### src/dtfs_pkg.sv
// ----------------------------------------------------------------------------
// dtfs_pkg
// shared types, constants and separator match helpers for the field splitter
// ----------------------------------------------------------------------------
package dtfs_pkg;

  localparam int DelimMax   = 8;
  localparam int MaxColumns = 1600;
  localparam int HoldDepth  = 8;
  localparam int MaxResults = 10;

  localparam logic [7:0] CHAR_LF = 8'h0A;
  localparam logic [7:0] CHAR_CR = 8'h0D;

  localparam logic [1:0] EOL_LF   = 2'd0;
  localparam logic [1:0] EOL_CR   = 2'd1;
  localparam logic [1:0] EOL_CRLF = 2'd2;

  localparam logic [1:0] MATCH_NONE   = 2'd0;
  localparam logic [1:0] MATCH_PREFIX = 2'd1;
  localparam logic [1:0] MATCH_FULL   = 2'd2;

  localparam logic [2:0] CFG_DELIM_BYTES   = 3'd0;
  localparam logic [2:0] CFG_DELIM_LEN     = 3'd1;
  localparam logic [2:0] CFG_EOL_MODE      = 3'd2;
  localparam logic [2:0] CFG_QUOTE_ENABLE  = 3'd3;
  localparam logic [2:0] CFG_QUOTE_CHAR    = 3'd4;
  localparam logic [2:0] CFG_ESCAPE_ENABLE = 3'd5;
  localparam logic [2:0] CFG_ESCAPE_CHAR   = 3'd6;
  localparam logic [2:0] CFG_COLUMN_COUNT  = 3'd7;

  typedef enum logic [1:0] {PH_START, PH_DATA, PH_CLOSE, PH_SKIP} phase_t;

  typedef enum logic [2:0] {
    ERR_NONE, ERR_TOO_MANY, ERR_TOO_FEW, ERR_NO_QUOTE, ERR_BARE_QUOTE, ERR_TRUNCATED
  } err_t;

  typedef struct packed {
    logic [63:0] delim_bytes;
    logic [3:0]  delim_len;
    logic [1:0]  eol_mode;
    logic        quote_enable;
    logic [7:0]  quote_char;
    logic        escape_enable;
    logic [7:0]  escape_char;
    logic [10:0] column_count;
  } cfg_t;

  typedef struct packed {
    phase_t                        phase;
    logic                          esc_par;
    logic [HoldDepth-1:0][7:0]     held;
    logic [3:0]                    held_cnt;
    logic [10:0]                   col;
    logic                          has_data;
  } state_t;

  typedef struct packed {
    logic [7:0]  out_byte;
    logic        byte_valid;
    logic        field_end;
    logic        field_null;
    logic [10:0] field_index;
    logic        row_end;
    err_t        error_code;
  } res_t;

  function automatic logic [3:0] dlen(cfg_t c);
    logic [3:0] n;
    n = c.delim_len;
    if (n == 4'd0) n = 4'd1;
    if (n > 4'(DelimMax)) n = 4'(DelimMax);
    return n;
  endfunction

  function automatic logic [3:0] elen(cfg_t c);
    return (c.eol_mode == EOL_CRLF) ? 4'd2 : 4'd1;
  endfunction

  function automatic logic [10:0] ncols(cfg_t c);
    logic [10:0] n;
    n = c.column_count;
    if (n == 11'd0) n = 11'd1;
    if (n > 11'(MaxColumns)) n = 11'(MaxColumns);
    return n;
  endfunction

  function automatic logic [7:0] sep_byte(cfg_t c, logic delim, logic [2:0] i);
    logic [7:0] b;
    if (delim) begin
      b = c.delim_bytes[{i, 3'b000} +: 8];
    end else if (c.eol_mode == EOL_CR) begin
      b = CHAR_CR;
    end else if (c.eol_mode == EOL_CRLF) begin
      b = (i == 3'd0) ? CHAR_CR : CHAR_LF;
    end else begin
      b = CHAR_LF;
    end
    return b;
  endfunction

  // full separator at head, proper prefix, or no match
  function automatic logic [1:0] head_match(cfg_t c, logic delim, state_t s);
    logic [3:0] n;
    logic       mis;
    n   = delim ? dlen(c) : elen(c);
    mis = 1'b0;
    for (int i = 0; i < HoldDepth; i++) begin
      if (4'(i) < n && 4'(i) < s.held_cnt && s.held[i] != sep_byte(c, delim, 3'(i)))
        mis = 1'b1;
    end
    if (mis) return MATCH_NONE;
    return (s.held_cnt >= n) ? MATCH_FULL : MATCH_PREFIX;
  endfunction

  // pending bytes could still grow into a separator: wait for more input
  function automatic logic must_wait(cfg_t c, state_t s);
    logic [1:0] me;
    logic [1:0] md;
    logic       esc_hit;
    logic       w;
    me      = head_match(c, 1'b0, s);
    md      = head_match(c, 1'b1, s);
    esc_hit = c.escape_enable && s.held[0] == c.escape_char;
    w       = 1'b0;
    if (s.held_cnt != 4'd0) begin
      if (s.phase == PH_SKIP) begin
        w = (me == MATCH_PREFIX);
      end else if (!c.quote_enable) begin
        w = !esc_hit && me != MATCH_FULL && (me == MATCH_PREFIX || md == MATCH_PREFIX);
      end else if (s.phase == PH_CLOSE) begin
        w = me != MATCH_FULL && (me == MATCH_PREFIX || md == MATCH_PREFIX);
      end
    end
    return w;
  endfunction

endpackage

### src/delimited_text_field_splitter.sv
// ----------------------------------------------------------------------------
// delimited_text_field_splitter
// splits a byte stream into rows and fields with escape and quote handling
// ----------------------------------------------------------------------------
//
//   channel  | handshake             | payload
//   ---------+-----------------------+---------------------------------------
//   input    | in_valid / in_ready   | in_byte, end_of_input
//   output   | out_valid / out_ready | out_byte, byte_valid, field_end,
//            |                       | field_null, field_index, row_end,
//            |                       | error_code, last_result
//   config   | cfg_we                | cfg_index, cfg_data
//
// one parse decision per cycle unless the engine holds; plain text streams at
// one byte per cycle, and each further decision (held separator bytes released,
// a lone escape, a quote fault) is taken before the next byte is accepted
// an escaped separator is replayed as plain data, one result per separator byte;
// an end-of-input byte flushes the pending bytes, then closes a truncated row
// results leave through a two-entry output queue; the engine holds only when
// the last result of the byte in flight has nowhere to go
// reset is synchronous; config returns to its defaults, no clearing pass
//
module delimited_text_field_splitter (
  input  logic        clk,
  input  logic        rst,
  // config writes
  input  logic        cfg_we,
  input  logic [2:0]  cfg_index,
  input  logic [63:0] cfg_data,
  // byte input
  input  logic        in_valid,
  output logic        in_ready,
  input  logic [7:0]  in_byte,
  input  logic        end_of_input,
  // results
  output logic        out_valid,
  input  logic        out_ready,
  output logic [7:0]  out_byte,
  output logic        byte_valid,
  output logic        field_end,
  output logic        field_null,
  output logic [10:0] field_index,
  output logic        row_end,
  output logic [2:0]  error_code,
  output logic        last_result
);

  typedef enum logic [1:0] {M_RUN, M_SEQ, M_FIN} mode_t;

  typedef struct packed {
    dtfs_pkg::res_t res;
    logic           last;
  } qent_t;

  dtfs_pkg::cfg_t   cfg;
  dtfs_pkg::state_t st;
  mode_t            mode;
  logic             seq_delim;
  logic [2:0]       seq_i;
  logic             step_act;
  logic             step_eoi;
  logic             fin_act;
  logic [3:0]       res_n;
  logic             pend_v;
  dtfs_pkg::res_t   pend;
  qent_t            q [2];
  logic             q_rd;
  logic             q_wr;
  logic [1:0]       q_cnt;

  // combinational
  logic             brk_now;
  logic             stop;
  dtfs_pkg::state_t st_fix;
  dtfs_pkg::state_t view;
  logic [3:0]       app_cnt;
  dtfs_pkg::state_t nxt;
  logic             s_emit;
  dtfs_pkg::res_t   s_res;
  logic             s_seq_go;
  logic             s_seq_delim;
  logic             adv;
  logic             accept;
  logic             pop;

  // a pending-result hold slot lets last_result be set once the byte is done
  assign adv      = !pend_v || q_cnt != 2'd2;
  assign brk_now  = dtfs_pkg::must_wait(cfg, st);
  // pending bytes are only resolved inside a transfer
  assign stop     = !step_act || (st.held_cnt == 4'd0) || brk_now;
  assign in_ready = adv && mode == M_RUN && stop && !(step_act && step_eoi);
  assign accept   = in_valid && in_ready;
  assign pop      = out_valid && out_ready;

  always_comb begin
    st_fix = st;
    // a wait on a partial separator still marks the row as begun
    if (brk_now && !cfg.quote_enable && st.phase != dtfs_pkg::PH_SKIP)
      st_fix.phase = dtfs_pkg::PH_DATA;
    view    = st_fix;
    app_cnt = st_fix.held_cnt;
    if (stop) begin
      if (app_cnt >= 4'(dtfs_pkg::HoldDepth)) begin
        for (int i = 0; i < dtfs_pkg::HoldDepth - 1; i++)
          view.held[i] = st_fix.held[i + 1];
        app_cnt = app_cnt - 4'd1;
      end
      view.held[app_cnt[2:0]] = in_byte;
      view.held_cnt           = app_cnt + 4'd1;
    end
  end

  dtfs_step u_step (
    .cfg       (cfg),
    .st        (view),
    .nxt       (nxt),
    .emit      (s_emit),
    .res       (s_res),
    .seq_go    (s_seq_go),
    .seq_delim (s_seq_delim)
  );

  // output queue head
  assign out_valid   = q_cnt != 2'd0;
  assign out_byte    = q[q_rd].res.out_byte;
  assign byte_valid  = q[q_rd].res.byte_valid;
  assign field_end   = q[q_rd].res.field_end;
  assign field_null  = q[q_rd].res.field_null;
  assign field_index = q[q_rd].res.field_index;
  assign row_end     = q[q_rd].res.row_end;
  assign error_code  = q[q_rd].res.error_code;
  assign last_result = q[q_rd].last;

  always_ff @(posedge clk) begin
    logic           new_emit;
    dtfs_pkg::res_t new_res;
    logic           end_step;
    logic [3:0]     res_base;
    logic           emit_ok;
    logic           push;
    qent_t          push_ent;
    logic           fin_data;

    new_emit = 1'b0;
    new_res  = '0;
    end_step = 1'b0;
    push     = 1'b0;
    push_ent = '0;
    res_base = res_n;
    fin_data = st.phase != dtfs_pkg::PH_SKIP && !cfg.quote_enable;

    if (rst) begin
      cfg.delim_bytes   <= 64'd44;
      cfg.delim_len     <= 4'd1;
      cfg.eol_mode      <= dtfs_pkg::EOL_LF;
      cfg.quote_enable  <= 1'b0;
      cfg.quote_char    <= 8'd34;
      cfg.escape_enable <= 1'b0;
      cfg.escape_char   <= 8'd92;
      cfg.column_count  <= 11'd1;
      st.phase          <= dtfs_pkg::PH_START;
      st.esc_par        <= 1'b0;
      st.held_cnt       <= 4'd0;
      st.col            <= 11'd0;
      st.has_data       <= 1'b0;
      mode              <= M_RUN;
      step_act          <= 1'b0;
      step_eoi          <= 1'b0;
      fin_act           <= 1'b0;
      res_n             <= 4'd0;
      pend_v            <= 1'b0;
      q_rd              <= 1'b0;
      q_wr              <= 1'b0;
      q_cnt             <= 2'd0;
    end else begin
      if (cfg_we) begin
        unique case (cfg_index)
          dtfs_pkg::CFG_DELIM_BYTES:   cfg.delim_bytes   <= cfg_data;
          dtfs_pkg::CFG_DELIM_LEN:     cfg.delim_len     <= cfg_data[3:0];
          dtfs_pkg::CFG_EOL_MODE:      cfg.eol_mode      <= cfg_data[1:0];
          dtfs_pkg::CFG_QUOTE_ENABLE:  cfg.quote_enable  <= cfg_data[0];
          dtfs_pkg::CFG_QUOTE_CHAR:    cfg.quote_char    <= cfg_data[7:0];
          dtfs_pkg::CFG_ESCAPE_ENABLE: cfg.escape_enable <= cfg_data[0];
          dtfs_pkg::CFG_ESCAPE_CHAR:   cfg.escape_char   <= cfg_data[7:0];
          dtfs_pkg::CFG_COLUMN_COUNT:  cfg.column_count  <= cfg_data[10:0];
          default: ;
        endcase
      end

      if (adv) begin
        unique case (mode)
          M_RUN: begin
            if (!stop) begin
              // keep resolving the pending bytes of this transfer
              st       <= nxt;
              new_emit = s_emit;
              new_res  = s_res;
              if (s_seq_go) begin
                mode      <= M_SEQ;
                seq_i     <= 3'd0;
                seq_delim <= s_seq_delim;
              end
            end else if (step_act && step_eoi) begin
              // end of stream: flush what is pending, then close the row
              st      <= st_fix;
              mode    <= M_FIN;
              fin_act <= st_fix.phase != dtfs_pkg::PH_START || st_fix.col != 11'd0 ||
                         st_fix.held_cnt != 4'd0 || st_fix.esc_par || st_fix.has_data;
            end else begin
              end_step = step_act;
              step_act <= accept;
              if (accept) begin
                res_base = 4'd0;
                st       <= nxt;
                step_eoi <= end_of_input;
                new_emit = s_emit;
                new_res  = s_res;
                if (s_seq_go) begin
                  mode      <= M_SEQ;
                  seq_i     <= 3'd0;
                  seq_delim <= s_seq_delim;
                end
              end else begin
                st <= st_fix;
              end
            end
          end
          M_SEQ: begin
            // escaped separator goes out as plain data bytes
            new_emit            = 1'b1;
            new_res.out_byte    = dtfs_pkg::sep_byte(cfg, seq_delim, seq_i);
            new_res.byte_valid  = 1'b1;
            new_res.field_index = st.col;
            st.has_data         <= 1'b1;
            seq_i               <= seq_i + 3'd1;
            if ({1'b0, seq_i} + 4'd1 ==
                (seq_delim ? dtfs_pkg::dlen(cfg) : dtfs_pkg::elen(cfg)))
              mode <= M_RUN;
          end
          M_FIN: begin
            if (fin_data && st.esc_par) begin
              new_emit            = 1'b1;
              new_res.out_byte    = cfg.escape_char;
              new_res.byte_valid  = 1'b1;
              new_res.field_index = st.col;
              st.esc_par          <= 1'b0;
              st.has_data         <= 1'b1;
            end else if (fin_data && st.held_cnt != 4'd0) begin
              new_emit            = 1'b1;
              new_res.out_byte    = st.held[0];
              new_res.byte_valid  = 1'b1;
              new_res.field_index = st.col;
              st.has_data         <= 1'b1;
              for (int i = 0; i < dtfs_pkg::HoldDepth - 1; i++)
                st.held[i] <= st.held[i + 1];
              st.held_cnt <= st.held_cnt - 4'd1;
            end else if (fin_act) begin
              // truncated row
              new_emit            = 1'b1;
              new_res.field_end   = 1'b1;
              new_res.field_null  = !st.has_data;
              new_res.row_end     = 1'b1;
              new_res.field_index = st.col;
              new_res.error_code  = dtfs_pkg::ERR_TRUNCATED;
              fin_act             <= 1'b0;
            end else begin
              st.held_cnt <= 4'd0;
              st.col      <= 11'd0;
              st.phase    <= dtfs_pkg::PH_START;
              st.esc_par  <= 1'b0;
              st.has_data <= 1'b0;
              mode        <= M_RUN;
              step_act    <= 1'b0;
              end_step    = 1'b1;
            end
          end
          default: mode <= M_RUN;
        endcase
      end

      // results past the per-transfer limit are dropped
      emit_ok = new_emit && res_base < 4'(dtfs_pkg::MaxResults);
      if (emit_ok)
        res_n <= res_base + 4'd1;
      else
        res_n <= res_base;

      if (end_step && pend_v) begin
        push     = 1'b1;
        push_ent = '{res: pend, last: 1'b1};
        pend_v   <= emit_ok;
        pend     <= new_res;
      end else if (emit_ok) begin
        if (pend_v) begin
          push     = 1'b1;
          push_ent = '{res: pend, last: 1'b0};
        end
        pend_v <= 1'b1;
        pend   <= new_res;
      end

      if (push) begin
        q[q_wr] <= push_ent;
        q_wr    <= !q_wr;
      end
      if (pop)
        q_rd <= !q_rd;
      q_cnt <= q_cnt + {1'b0, push} - {1'b0, pop};
    end
  end

`ifndef SYNTH
  a_held_bound: assert property (@(posedge clk) disable iff (rst)
    st.held_cnt <= 4'(dtfs_pkg::HoldDepth))
    else $error("pending byte count over depth");

  a_queue_bound: assert property (@(posedge clk) disable iff (rst)
    q_cnt != 2'd3)
    else $error("output queue overflow");

  a_result_limit: assert property (@(posedge clk) disable iff (rst)
    res_n <= 4'(dtfs_pkg::MaxResults))
    else $error("result count over limit");

  a_pend_in_step: assert property (@(posedge clk) disable iff (rst)
    pend_v |-> step_act)
    else $error("held result outside a transfer");

  a_mode_in_step: assert property (@(posedge clk) disable iff (rst)
    mode != M_RUN |-> step_act && !in_ready)
    else $error("sequencer busy outside a transfer");
`endif

endmodule

### src/dtfs_step.sv
// ----------------------------------------------------------------------------
// dtfs_step
// one parsing decision on the pending bytes: next state and at most one result
// ----------------------------------------------------------------------------
module dtfs_step (
  input  dtfs_pkg::cfg_t   cfg,
  input  dtfs_pkg::state_t st,
  output dtfs_pkg::state_t nxt,
  output logic             emit,
  output dtfs_pkg::res_t   res,
  output logic             seq_go,
  output logic             seq_delim
);

  logic [7:0]     h;
  logic           esc_hit;
  logic [1:0]     me;
  logic [1:0]     md;
  logic [3:0]     drop_n;
  logic           do_data;
  logic [7:0]     data_byte;
  logic           do_end;
  logic           end_row;
  logic           do_fail;
  dtfs_pkg::err_t fail_code;
  logic           skip_end;
  dtfs_pkg::err_t end_err;
  logic [11:0]    col_inc;
  logic [3:0]     src;

  always_comb begin
    h         = st.held[0];
    esc_hit   = cfg.escape_enable && h == cfg.escape_char;
    me        = dtfs_pkg::head_match(cfg, 1'b0, st);
    md        = dtfs_pkg::head_match(cfg, 1'b1, st);
    nxt       = st;
    emit      = 1'b0;
    res       = '0;
    seq_go    = 1'b0;
    seq_delim = 1'b0;
    drop_n    = 4'd0;
    do_data   = 1'b0;
    data_byte = 8'd0;
    do_end    = 1'b0;
    end_row   = 1'b0;
    do_fail   = 1'b0;
    fail_code = dtfs_pkg::ERR_NONE;
    skip_end  = 1'b0;
    end_err   = dtfs_pkg::ERR_NONE;
    col_inc   = {1'b0, st.col} + 12'd1;
    src       = 4'd0;

    if (st.held_cnt != 4'd0) begin
      if (st.phase == dtfs_pkg::PH_SKIP) begin
        if (me == dtfs_pkg::MATCH_FULL) begin
          drop_n   = dtfs_pkg::elen(cfg);
          skip_end = 1'b1;
        end else if (me == dtfs_pkg::MATCH_NONE) begin
          drop_n = 4'd1;
        end
      end else if (!cfg.quote_enable) begin
        nxt.phase = dtfs_pkg::PH_DATA;
        if (esc_hit) begin
          if (st.esc_par) begin
            do_data     = 1'b1;
            data_byte   = cfg.escape_char;
            nxt.esc_par = 1'b0;
          end else begin
            nxt.esc_par = 1'b1;
          end
          drop_n = 4'd1;
        end else if (me == dtfs_pkg::MATCH_FULL) begin
          drop_n = dtfs_pkg::elen(cfg);
          if (st.esc_par) begin
            seq_go      = 1'b1;
            nxt.esc_par = 1'b0;
          end else begin
            do_end  = 1'b1;
            end_row = 1'b1;
          end
        end else if (me == dtfs_pkg::MATCH_PREFIX || md == dtfs_pkg::MATCH_PREFIX) begin
          // wait for more bytes
        end else if (md == dtfs_pkg::MATCH_FULL) begin
          drop_n = dtfs_pkg::dlen(cfg);
          if (st.esc_par) begin
            seq_go      = 1'b1;
            seq_delim   = 1'b1;
            nxt.esc_par = 1'b0;
          end else begin
            do_end = 1'b1;
          end
        end else if (st.esc_par) begin
          do_data     = 1'b1;
          data_byte   = cfg.escape_char;
          nxt.esc_par = 1'b0;
        end else begin
          do_data   = 1'b1;
          data_byte = h;
          drop_n    = 4'd1;
        end
      end else if (st.phase == dtfs_pkg::PH_START) begin
        if (h == cfg.quote_char) begin
          drop_n    = 4'd1;
          nxt.phase = dtfs_pkg::PH_DATA;
        end else begin
          do_fail   = 1'b1;
          fail_code = dtfs_pkg::ERR_NO_QUOTE;
        end
      end else if (st.phase == dtfs_pkg::PH_DATA) begin
        if (st.esc_par) begin
          nxt.esc_par = 1'b0;
          if (h == cfg.escape_char || h == cfg.quote_char) begin
            do_data   = 1'b1;
            data_byte = h;
            drop_n    = 4'd1;
          end else if (cfg.escape_char == cfg.quote_char) begin
            nxt.phase = dtfs_pkg::PH_CLOSE;
          end else begin
            do_data   = 1'b1;
            data_byte = cfg.escape_char;
          end
        end else if (esc_hit) begin
          nxt.esc_par = 1'b1;
          drop_n      = 4'd1;
        end else if (h == cfg.quote_char) begin
          nxt.phase = dtfs_pkg::PH_CLOSE;
          drop_n    = 4'd1;
        end else begin
          do_data   = 1'b1;
          data_byte = h;
          drop_n    = 4'd1;
        end
      end else begin
        if (me == dtfs_pkg::MATCH_FULL) begin
          drop_n  = dtfs_pkg::elen(cfg);
          do_end  = 1'b1;
          end_row = 1'b1;
        end else if (me == dtfs_pkg::MATCH_PREFIX || md == dtfs_pkg::MATCH_PREFIX) begin
          // wait for more bytes
        end else if (md == dtfs_pkg::MATCH_FULL) begin
          drop_n = dtfs_pkg::dlen(cfg);
          do_end = 1'b1;
        end else if (cfg.escape_enable && cfg.escape_char == cfg.quote_char) begin
          // lone quote not followed by a separator is kept as data
          do_data   = 1'b1;
          data_byte = cfg.quote_char;
          nxt.phase = dtfs_pkg::PH_DATA;
        end else begin
          do_fail   = 1'b1;
          fail_code = dtfs_pkg::ERR_BARE_QUOTE;
        end
      end
    end

    // shift out consumed bytes
    for (int i = 0; i < dtfs_pkg::HoldDepth; i++) begin
      src = 4'(i) + drop_n;
      if (src < 4'(dtfs_pkg::HoldDepth))
        nxt.held[i] = st.held[src[2:0]];
    end
    nxt.held_cnt = st.held_cnt - drop_n;

    if (do_data) begin
      emit           = 1'b1;
      res.out_byte   = data_byte;
      res.byte_valid = 1'b1;
      res.field_index = st.col;
      nxt.has_data   = 1'b1;
    end

    if (skip_end) begin
      emit            = 1'b1;
      res.row_end     = 1'b1;
      res.field_index = st.col;
      nxt.col         = 11'd0;
      nxt.phase       = dtfs_pkg::PH_START;
      nxt.esc_par     = 1'b0;
      nxt.has_data    = 1'b0;
    end

    if (do_end) begin
      if (end_row && col_inc < {1'b0, dtfs_pkg::ncols(cfg)})
        end_err = dtfs_pkg::ERR_TOO_FEW;
      if (!end_row && col_inc >= {1'b0, dtfs_pkg::ncols(cfg)})
        end_err = dtfs_pkg::ERR_TOO_MANY;
      emit            = 1'b1;
      res.field_end   = 1'b1;
      res.field_null  = !st.has_data;
      res.field_index = st.col;
      res.row_end     = end_row;
      res.error_code  = end_err;
      nxt.has_data    = 1'b0;
      nxt.esc_par     = 1'b0;
      if (end_row) begin
        nxt.col   = 11'd0;
        nxt.phase = dtfs_pkg::PH_START;
      end else if (end_err != dtfs_pkg::ERR_NONE) begin
        nxt.phase = dtfs_pkg::PH_SKIP;
      end else begin
        nxt.col   = col_inc[10:0];
        nxt.phase = dtfs_pkg::PH_START;
      end
    end

    if (do_fail) begin
      emit            = 1'b1;
      res.field_end   = 1'b1;
      res.field_null  = !st.has_data;
      res.field_index = st.col;
      res.error_code  = fail_code;
      nxt.has_data    = 1'b0;
      nxt.esc_par     = 1'b0;
      nxt.phase       = dtfs_pkg::PH_SKIP;
    end
  end

endmodule
### config.mk
export PLATFORM = sky130hd
export DESIGN_NAME = delimited_text_field_splitter
export DESIGN_NICKNAME = d
export VERILOG_FILES = /design/src/dtfs_pkg.sv /design/src/delimited_text_field_splitter.sv /design/src/dtfs_step.sv
export SDC_FILE = /design/constraint.sdc
export NUM_CORES = 1
export LEC_CHECK = 0
export ABC_AREA = 0
export BUFFER_PORTS_ARGS = -buffer_cell sky130_fd_sc_hd__buf_2
export CORE_MARGIN = 2
export CORE_UTILIZATION = 30
export DETAILED_ROUTE_END_ITERATION = 16
export HOLD_SLACK_MARGIN = 0.12
export PLACE_DENSITY = 0.54
export SYNTH_ARGS = -nofsm -noshare
export SYNTH_HDL_FRONTEND = slang
export SYNTH_SLANG_ARGS = --single-unit
### constraint.sdc
create_clock -name clk -period 9.6 [get_ports clk]
set_input_delay 1.92 -clock clk [delete_from_list [all_inputs] [get_ports clk]]
set_output_delay 1.92 -clock clk [all_outputs]
set_load 0.03 [all_outputs]
=== Word level (Yosys, flattened, before mapping) ===
Memory sizes are Yosys's and may differ from the RTL's. A register that Yosys moved wholly into a read port is not among the register bits.
Cells that the tools add are included.

* Add/subtract/negate cells: 16
* Order comparisons: 63
* Equality and inequality tests: 78
* Shift-type cells: 1
* Muxes and demuxes: 381
* Bitwise operators: 2
* Reductions and logical operators: 144

{| class="wikitable"
|+ Operators with widths
! kind !! count
|-
| 2-to-1 mux 8 bit || 39
|-
| 2-to-1 mux 83 bit || 3
|-
| inequality test 8 bit || 25
|-
| 2-to-1 mux 4 bit || 49
|-
| binary-select mux 8 bit (select 3 bit) || 8
|-
| 2-to-1 mux 56 bit || 3
|-
| 2-to-1 mux 1 bit || 162
|-
| 2-to-1 mux 26 bit || 6
|-
| one-hot mux 71 bit (2 select lines) || 1
|-
| 2-to-1 mux 11 bit || 10
|-
| 2-to-1 mux 27 bit || 4
|-
| 2-to-1 mux 3 bit || 29
|-
| logical AND 1 bit || 86
|-
| 2-to-1 mux 2 bit || 41
|-
| 2-to-1 mux 71 bit || 1
|-
| 2-to-1 mux 68 bit || 1
|-
| bitwise mux 64 bit || 1
|-
| < comparator 3 x 4 -> 1 bit, first input constant || 16
|-
| indexed part select 64 x 7 -> 8 bit || 1
|-
| inequality test 8 x 4 -> 1 bit || 7
|-
| < comparator 3 x 4 -> 1 bit, second input constant || 9
|-
| < comparator 4 bit, second input constant || 9
|-
| 2-to-1 mux 12 bit || 3
|-
| 2-to-1 mux 17 bit || 2
|-
| 59 further kinds || 169
|}

* Register bits: 226
* RAM bits: 54
* Bits of input ports: 81
* Output and inout bits: 29
* Logic and storage cells: 725
* Memories kept: 1

{| class="wikitable"
|+ Memories
! memory !! depth !! bits a word !! read ports !! clocked after Yosys merged registers in !! wr ports !! RTL line !! text
|-
| q || 2 || 27 || 1 || 1 || 1 || delimited_text_field_splitter.sv:66 || <nowiki>qent_t q [2];</nowiki>
|}

=== Longest topological paths before layout ===
* Word-level depth: 72
* Depth in mapped cells: 42
* Gate-level depth less buffers: 31

=== Cells and area by module ===
From an unflattened synthesis, not the netlist that was laid out.

* Cells, all modules: 2,445
* Area, all modules: 21,217.8 sq um

{| class="wikitable"
|+ By module, submodules not included
! module !! instances !! cells each !! area each (sq um) !! seq. area each (sq um)
|-
| delimited_text_field_splitter || 1 || 1,641 || 14,762.9 || 7,106.8
|-
| dtfs_step || 1 || 804 || 6,454.9 || 0.0
|}

=== Worst setup path after synthesis ===
No wires, ideal clock.

* Path kind: reg2reg
* Start: register st[12] (netlist bit)
* End: register st[16] (netlist bit) (enable)
* Setup time: 539 ps
* Arrival: 8,780 ps
* Required time: 9,061 ps
* Slack: 281 ps
* Stages on the path, launching flop included: 21
* Buffers on the path: 7
* Period minus slack after synthesis: 9,319 ps
* Path through: dfxtp_1 -> clkbuf_1 -> inv_1 -> ha_1 -> buf_2 -> nor2_1 -> o21ai_0 -> o22a_1 -> or4_1 -> buf_2 -> nor3_2 -> a21oi_2 -> buf_4 -> buf_2 -> buf_2 -> nor3_1 -> nand2_1 -> nand2_1 -> clkbuf_1 -> o21ai_0 -> nor3_1

* Word-level cells in the longest chain between the ends: 26
* Elaborated cells on any way between the ends: 87
* Classes of those cells: order compare: 10; eq/ne: 6; mux: 26; reduce/logical: 45

{| class="wikitable"
|+ RTL lines
! element !! RTL line !! text
|-
| from (decl) || delimited_text_field_splitter.sv:56 || <nowiki>dtfs_pkg::state_t st;</nowiki>
|-
| from (signal assigned) || delimited_text_field_splitter.sv:195 || <nowiki>st <= nxt;</nowiki>
|-
| from (signal assigned) || delimited_text_field_splitter.sv:205 || <nowiki>st <= st_fix;</nowiki>
|-
| from (signal assigned) || delimited_text_field_splitter.sv:214 || <nowiki>st <= nxt;</nowiki>
|-
| < comparator 1 x 4 -> 1 bit || dtfs_pkg.sv:109 || <nowiki>if (4'(i) < n && 4'(i) < s.held_cnt && s.held[i] != sep_byte(c, delim, 3'(i)))</nowiki>
|-
| logical AND 1 bit (2 in series) || dtfs_pkg.sv:109 ||
|-
| 2-to-1 mux 1 bit (8 in series) || dtfs_pkg.sv:109 ||
|-
| 2-to-1 mux 1 bit || dtfs_pkg.sv:112 || <nowiki>if (mis) return MATCH_NONE;</nowiki>
|-
| 2-to-1 mux 2 bit || dtfs_pkg.sv:113 || <nowiki>return (s.held_cnt >= n) ? MATCH_FULL : MATCH_PREFIX;</nowiki>
|-
| == test 2 x 1 -> 1 bit (on tied branches) || dtfs_pkg.sv:128, dtfs_pkg.sv:130, dtfs_pkg.sv:132 ||
|-
| logical OR 1 bit || dtfs_pkg.sv:130, dtfs_pkg.sv:132 ||
|-
| logical AND 1 bit || dtfs_pkg.sv:132 || <nowiki>w = me != MATCH_FULL && (me == MATCH_PREFIX || md == MATCH_PREFIX);</nowiki>
|-
| [2 not listed] || - ||
|-
| 2-to-1 mux 1 bit || dtfs_pkg.sv:127 || <nowiki>if (s.phase == PH_SKIP) begin</nowiki>
|-
| 2-to-1 mux 1 bit || dtfs_pkg.sv:126 || <nowiki>if (s.held_cnt != 4'd0) begin</nowiki>
|-
| logical OR 1 bit * || delimited_text_field_splitter.sv:90 || <nowiki>assign stop = !step_act || (st.held_cnt == 4'd0) || brk_now;</nowiki>
|-
| logical AND 1 bit * (2 in series) || delimited_text_field_splitter.sv:91 || <nowiki>assign in_ready = adv && mode == M_RUN && stop && !(step_act && step_eoi);</nowiki>
|-
| net in_ready || delimited_text_field_splitter.sv:32 || <nowiki>output logic in_ready,</nowiki>
|-
| logical AND 1 bit * || delimited_text_field_splitter.sv:92 || <nowiki>assign accept = in_valid && in_ready;</nowiki>
|-
| inequality test 3 bit (no line) * || - ||
|-
| AND reduction 7 bit (no line) * || - ||
|}

Mark *: on every way through the listed nets, which the timed path passes. The rest lies on a longest branch.
A chain may end at the register's enable or synchronous reset.

=== Worst setup path after layout ===
* Start: register cfg[34] (netlist name)
* End: register st[41] (netlist bit) (data pin)

* Word-level cells in the longest chain between the ends: 56
* Elaborated cells on any way between the ends: 189
* Classes of those cells: add/sub: 1; order compare: 23; eq/ne: 25; mux: 79; reduce/logical: 61

{| class="wikitable"
|+ RTL lines
! element !! RTL line !! text
|-
| logical NOT 4 bit || - ||
|-
| 2-to-1 mux 4 bit * || dtfs_pkg.sv:71 || <nowiki>if (n == 4'd0) n = 4'd1;</nowiki>
|-
| greater-than comparator 4 bit || - ||
|-
| 2-to-1 mux 4 bit || dtfs_pkg.sv:72 || <nowiki>if (n > 4'(DelimMax)) n = 4'(DelimMax);</nowiki>
|-
| < comparator 1 x 4 -> 1 bit || dtfs_pkg.sv:109 ||
|-
| logical AND 1 bit (2 in series) || dtfs_pkg.sv:109 ||
|-
| 2-to-1 mux 1 bit (8 in series) || dtfs_pkg.sv:109 ||
|-
| 2-to-1 mux 1 bit || dtfs_pkg.sv:112 ||
|-
| [32 not listed] || - ||
|-
| adder 2 x 4 -> 4 bit || dtfs_step.sv:157 || <nowiki>src = 4'(i) + drop_n;</nowiki>
|-
| binary-select mux 8 bit (select 3 bit) || dtfs_step.sv:159 || <nowiki>nxt.held[i] = st.held[src[2:0]];</nowiki>
|-
| 2-to-1 mux 8 bit (implied by the code) || dtfs_step.sv:159 ||
|-
| 2-to-1 mux 8 bit || dtfs_step.sv:158 || <nowiki>if (src < 4'(dtfs_pkg::HoldDepth))</nowiki>
|-
| 2-to-1 mux 83 bit || delimited_text_field_splitter.sv:212 || <nowiki>if (accept) begin</nowiki>
|-
| 2-to-1 mux 83 bit || delimited_text_field_splitter.sv:203 || <nowiki>end else if (step_act && step_eoi) begin</nowiki>
|-
| 2-to-1 mux 83 bit * || delimited_text_field_splitter.sv:193 || <nowiki>if (!stop) begin</nowiki>
|-
| one-hot mux 71 bit (2 select lines) * || delimited_text_field_splitter.sv:191 || <nowiki>unique case (mode)</nowiki>
|}

Mark *: on every way between the ends. The rest lies on a longest branch, timed or not. The select of a mux whose other input is x is not followed.

==> qor.txt <==
Via count: 23800
Worst-path maximum fanout: 27
GPL Wtd Cong: 1.02
Post-Synth XOR/XNOR Area: 5.68%
Starting Density: 30.3%
Synth Register Bits: 281
Synth top area share: 19.0%
Pins Over Slew Limit: 0
Arr. time, crit path: 9.28 ns
Fin nets: 3090
Simple-Gate Fraction of Synth Area: 19.4%
Avg Cell Area, Syn: 8.02 um^2
Met1 global-route usage: 33.2%
RSZ-0062 raised after global routing: false
Clock Sinks: 281
Largest family of logic cells by synthesized area: compound AO/OA/AOI/OAI gates
Ys flop type: edfxtp_1
Worst slew pin tran: 1.49 ns
Post-CTS Resized: 0
Initial DRT Pass Iterations: 6
Fin crit share: 92.4%
Setup_tns: 0 ns
Hold buffer count at CTS: 0
H-tree levels: 2
Critical R2R Launch: cfg[34]
Worst setup SP type: flip-flop
Worst path cell trace: inv_1 -> nand2_1 -> ha_1 -> a211oi_1 -> o31ai_1 -> or4_1 -> or3_1 -> o21ai_4 -> buf_4 -> mux2i_1 -> nor2_1 -> nor3_1 -> o21ai_1 -> and4b_1 -> a2111oi_1 -> o21ai_4 -> ha_1 -> xnor2_2 -> buf_4 -> mux2_2 -> o22ai_1 -> o221ai_1 -> o31ai_1
Post-synthesis adder-cell area fraction: 2.86%
GRT busiest layer: met2
CP Capture Type: flip-flop
Clk_skew: 0.0240 ns
CTS max path bufs: 3
R2R cell count: 23
Die Area: 80400 um^2
Post-synthesis compound-gate area fraction: 23.4%
Most frequent cell after synthesis: nand2_1
Die height: 284 um
CP peak stage delay: 0.69 ns
Vias in the first global route: 22500
Met2 Usage GRT: 41.6%
Cells after Synth: 2923
Port Buffer Count: 109
Slowest CP cell: or4_1
DP Wirelength: 83800 um
Number of synthesized flops with an enable pin: 148
Final hold violation count: 0
Layout cells sized above 1: 13.3%
DR vias/cell: 5.91
Initial antenna violation count: 4
Critical Path End: st[41]
WS Path Type: flip-flop to flip-flop
DRC: 0
Failing checks: max-capacitance violations
Reg-to-reg slack, setup: 0.73 ns
Gr ovfl total: 0
Die Wd: 284 um
TritonCTS Buffers: 36
Slew headroom: 0.103%
Seq/Total Area, Yosys: 30.3%
Top cells by area, synth: edfxtp_1, dfxtp_1, mux2i_1
Crit path from: cfg[34]
Worst-Skew Late Latency: 0.58 ns
Mux contribution to synthesized area: 12.4%
Largest net degree at the start of global routing: 89
CTS tree: yes
Post-synth top cells: nand2_1, nor2_1, a21oi_1, mux2i_1, clkbuf_1
Synthesized net count: 3057
All-Layer GR Usage: 26.4%
Met3 Use GR: 4.69%
Initial DRC count: 3099
Max Clk Rate: 113 MHz
Layout overhead on the synthesized area: 12.9%
Final wirelength: 110000 um
First-pass GRT wire length: 158000 um
Post-DRT Antenna Nets: 0
Top Ports: 110
Maxcap violations: 1
Crit path time final: 8.87 ns
Core Box Area: 77500 um^2
Clk slew on worst S/H paths: 0.06 ns
Post-synth ARST share: 0%
Row count: 102
Ys Warns: 0
Post-CTS Setup Inserts: 0
Min-delay worst type: flip-flop to flip-flop
Clock Tree Root: clkbuf_16
CP Data Required Time: 10.01 ns
Routed len/inst: 27.3 um
Synthesized area: 23400 um^2
Final Setup Violations: 0
Status: finished with violations
R2r endpoint: st[41]
Synth area leader: edfxtp_1
Netlist cell types: 100
## routing by layer
layer / up-vias / part of all wire [%] / routed length, um
met3: 317 / 8.6 / 9480
met4: 0 / 7.5 / 8270
met2: 1315 / 44 / 48200
li1: 10800 / - / -
met1: 11400 / 40 / 43700
met5: - / 0 / 0
## final cells by class
cell class	count	area, um^2
diodes	2	5.00
clock inverters	20	223
multi-input cells	2296	15000
repair buffers	214	1390
clock buffers	42	923
inverters	127	477
flip-flops and latches	281	7110
well taps	1040	1300
fillers	8275	51000
## flip-flops by register name, indices dropped and copies added (netlist names), 2 cells and up, named ones only
signal / flops
pend: 26
q_cnt: 2
res_n: 4
seq_i: 3
q: 54
mode: 2
cfg: 99
st: 83
## worst max-delay path: cells and delay by family, from the launching register on
kind | cells | cell delay [ns]
DFF | 1 | 0.67
adders and majority gates | 2 | 0.60
xor gates and xnor gates | 1 | 0.41
muxes | 2 | 0.74
AOI/OAI and AO/OA | 9 | 2.68
and+or+nand+nor | 6 | 2.44
buffers and inverters | 3 | 1.08
## logic make-up after synthesis
| family | count (synthesis) |
|---|---|
| flip-flops | 281 |
| buffers and inverters | 346 |
| AO/OA/AOI/OAI | 838 |
| AND/OR/NAND/NOR | 1004 |
| adder cells (fa/ha/maj) | 53 |
| multiplexers | 251 |
| XOR/XNOR | 150 |
## metrics by stage
step	util, %	cell area [um^2]	hold WS (ns)	std cells	worst slack [ns]
3_3_place_gp	32.7	25300	0.471	3958	1.01
2_1_floorplan	-	23400	0.449	2923	0.281
4_1_cts	34.2	26500	0.476	4020	1.04
5_1_grt	34.2	26500	0.512	4020	0.466
3_5_place_dp	32.7	25300	0.466	3958	1.06
6_report	34.2	26500	0.476	4022	0.733
## placed cells by master (no fill, tap or decap), types with 26 or more instances in the layout
cell	synthesis	routed
o21ai_0	154	153
buf_4	7	102
clkbuf_16	0	36
buf_2	29	108
a21oi_1	248	246
nand3_1	48	48
nor2_1	278	278
mux2i_1	162	162
o211ai_1	51	51
and2_1	28	28
nand2b_1	27	27
a22oi_1	40	40
edfxtp_1	148	148
xor2_1	62	61
mux2_2	62	62
nand2_1	413	413
inv_1	123	123
nor3_1	53	51
dfxtp_1	133	132
ha_1	52	51
a211oi_1	39	38
xnor2_1	87	85
o22ai_1	47	47
mux4_2	26	26
## worst min-delay path by stage
stage | from | to | slack (ns) | cells past startpoint
finish | cfg[2] | cfg[2] | 0.48 | 2
global route | cfg[1] | cfg[1] | 0.51 | 2
CTS | cfg[2] | cfg[2] | 0.48 | 2
detailed placement | cfg[2] | cfg[2] | 0.47 | 2
global placement | cfg[2] | cfg[2] | 0.47 | 2
floorplan | cfg[5] | cfg[5] | 0.45 | 2
Power is left out: the tool's default activity adds up to more than one toggle a clock period on the data nets, which glitch-free logic cannot reach.
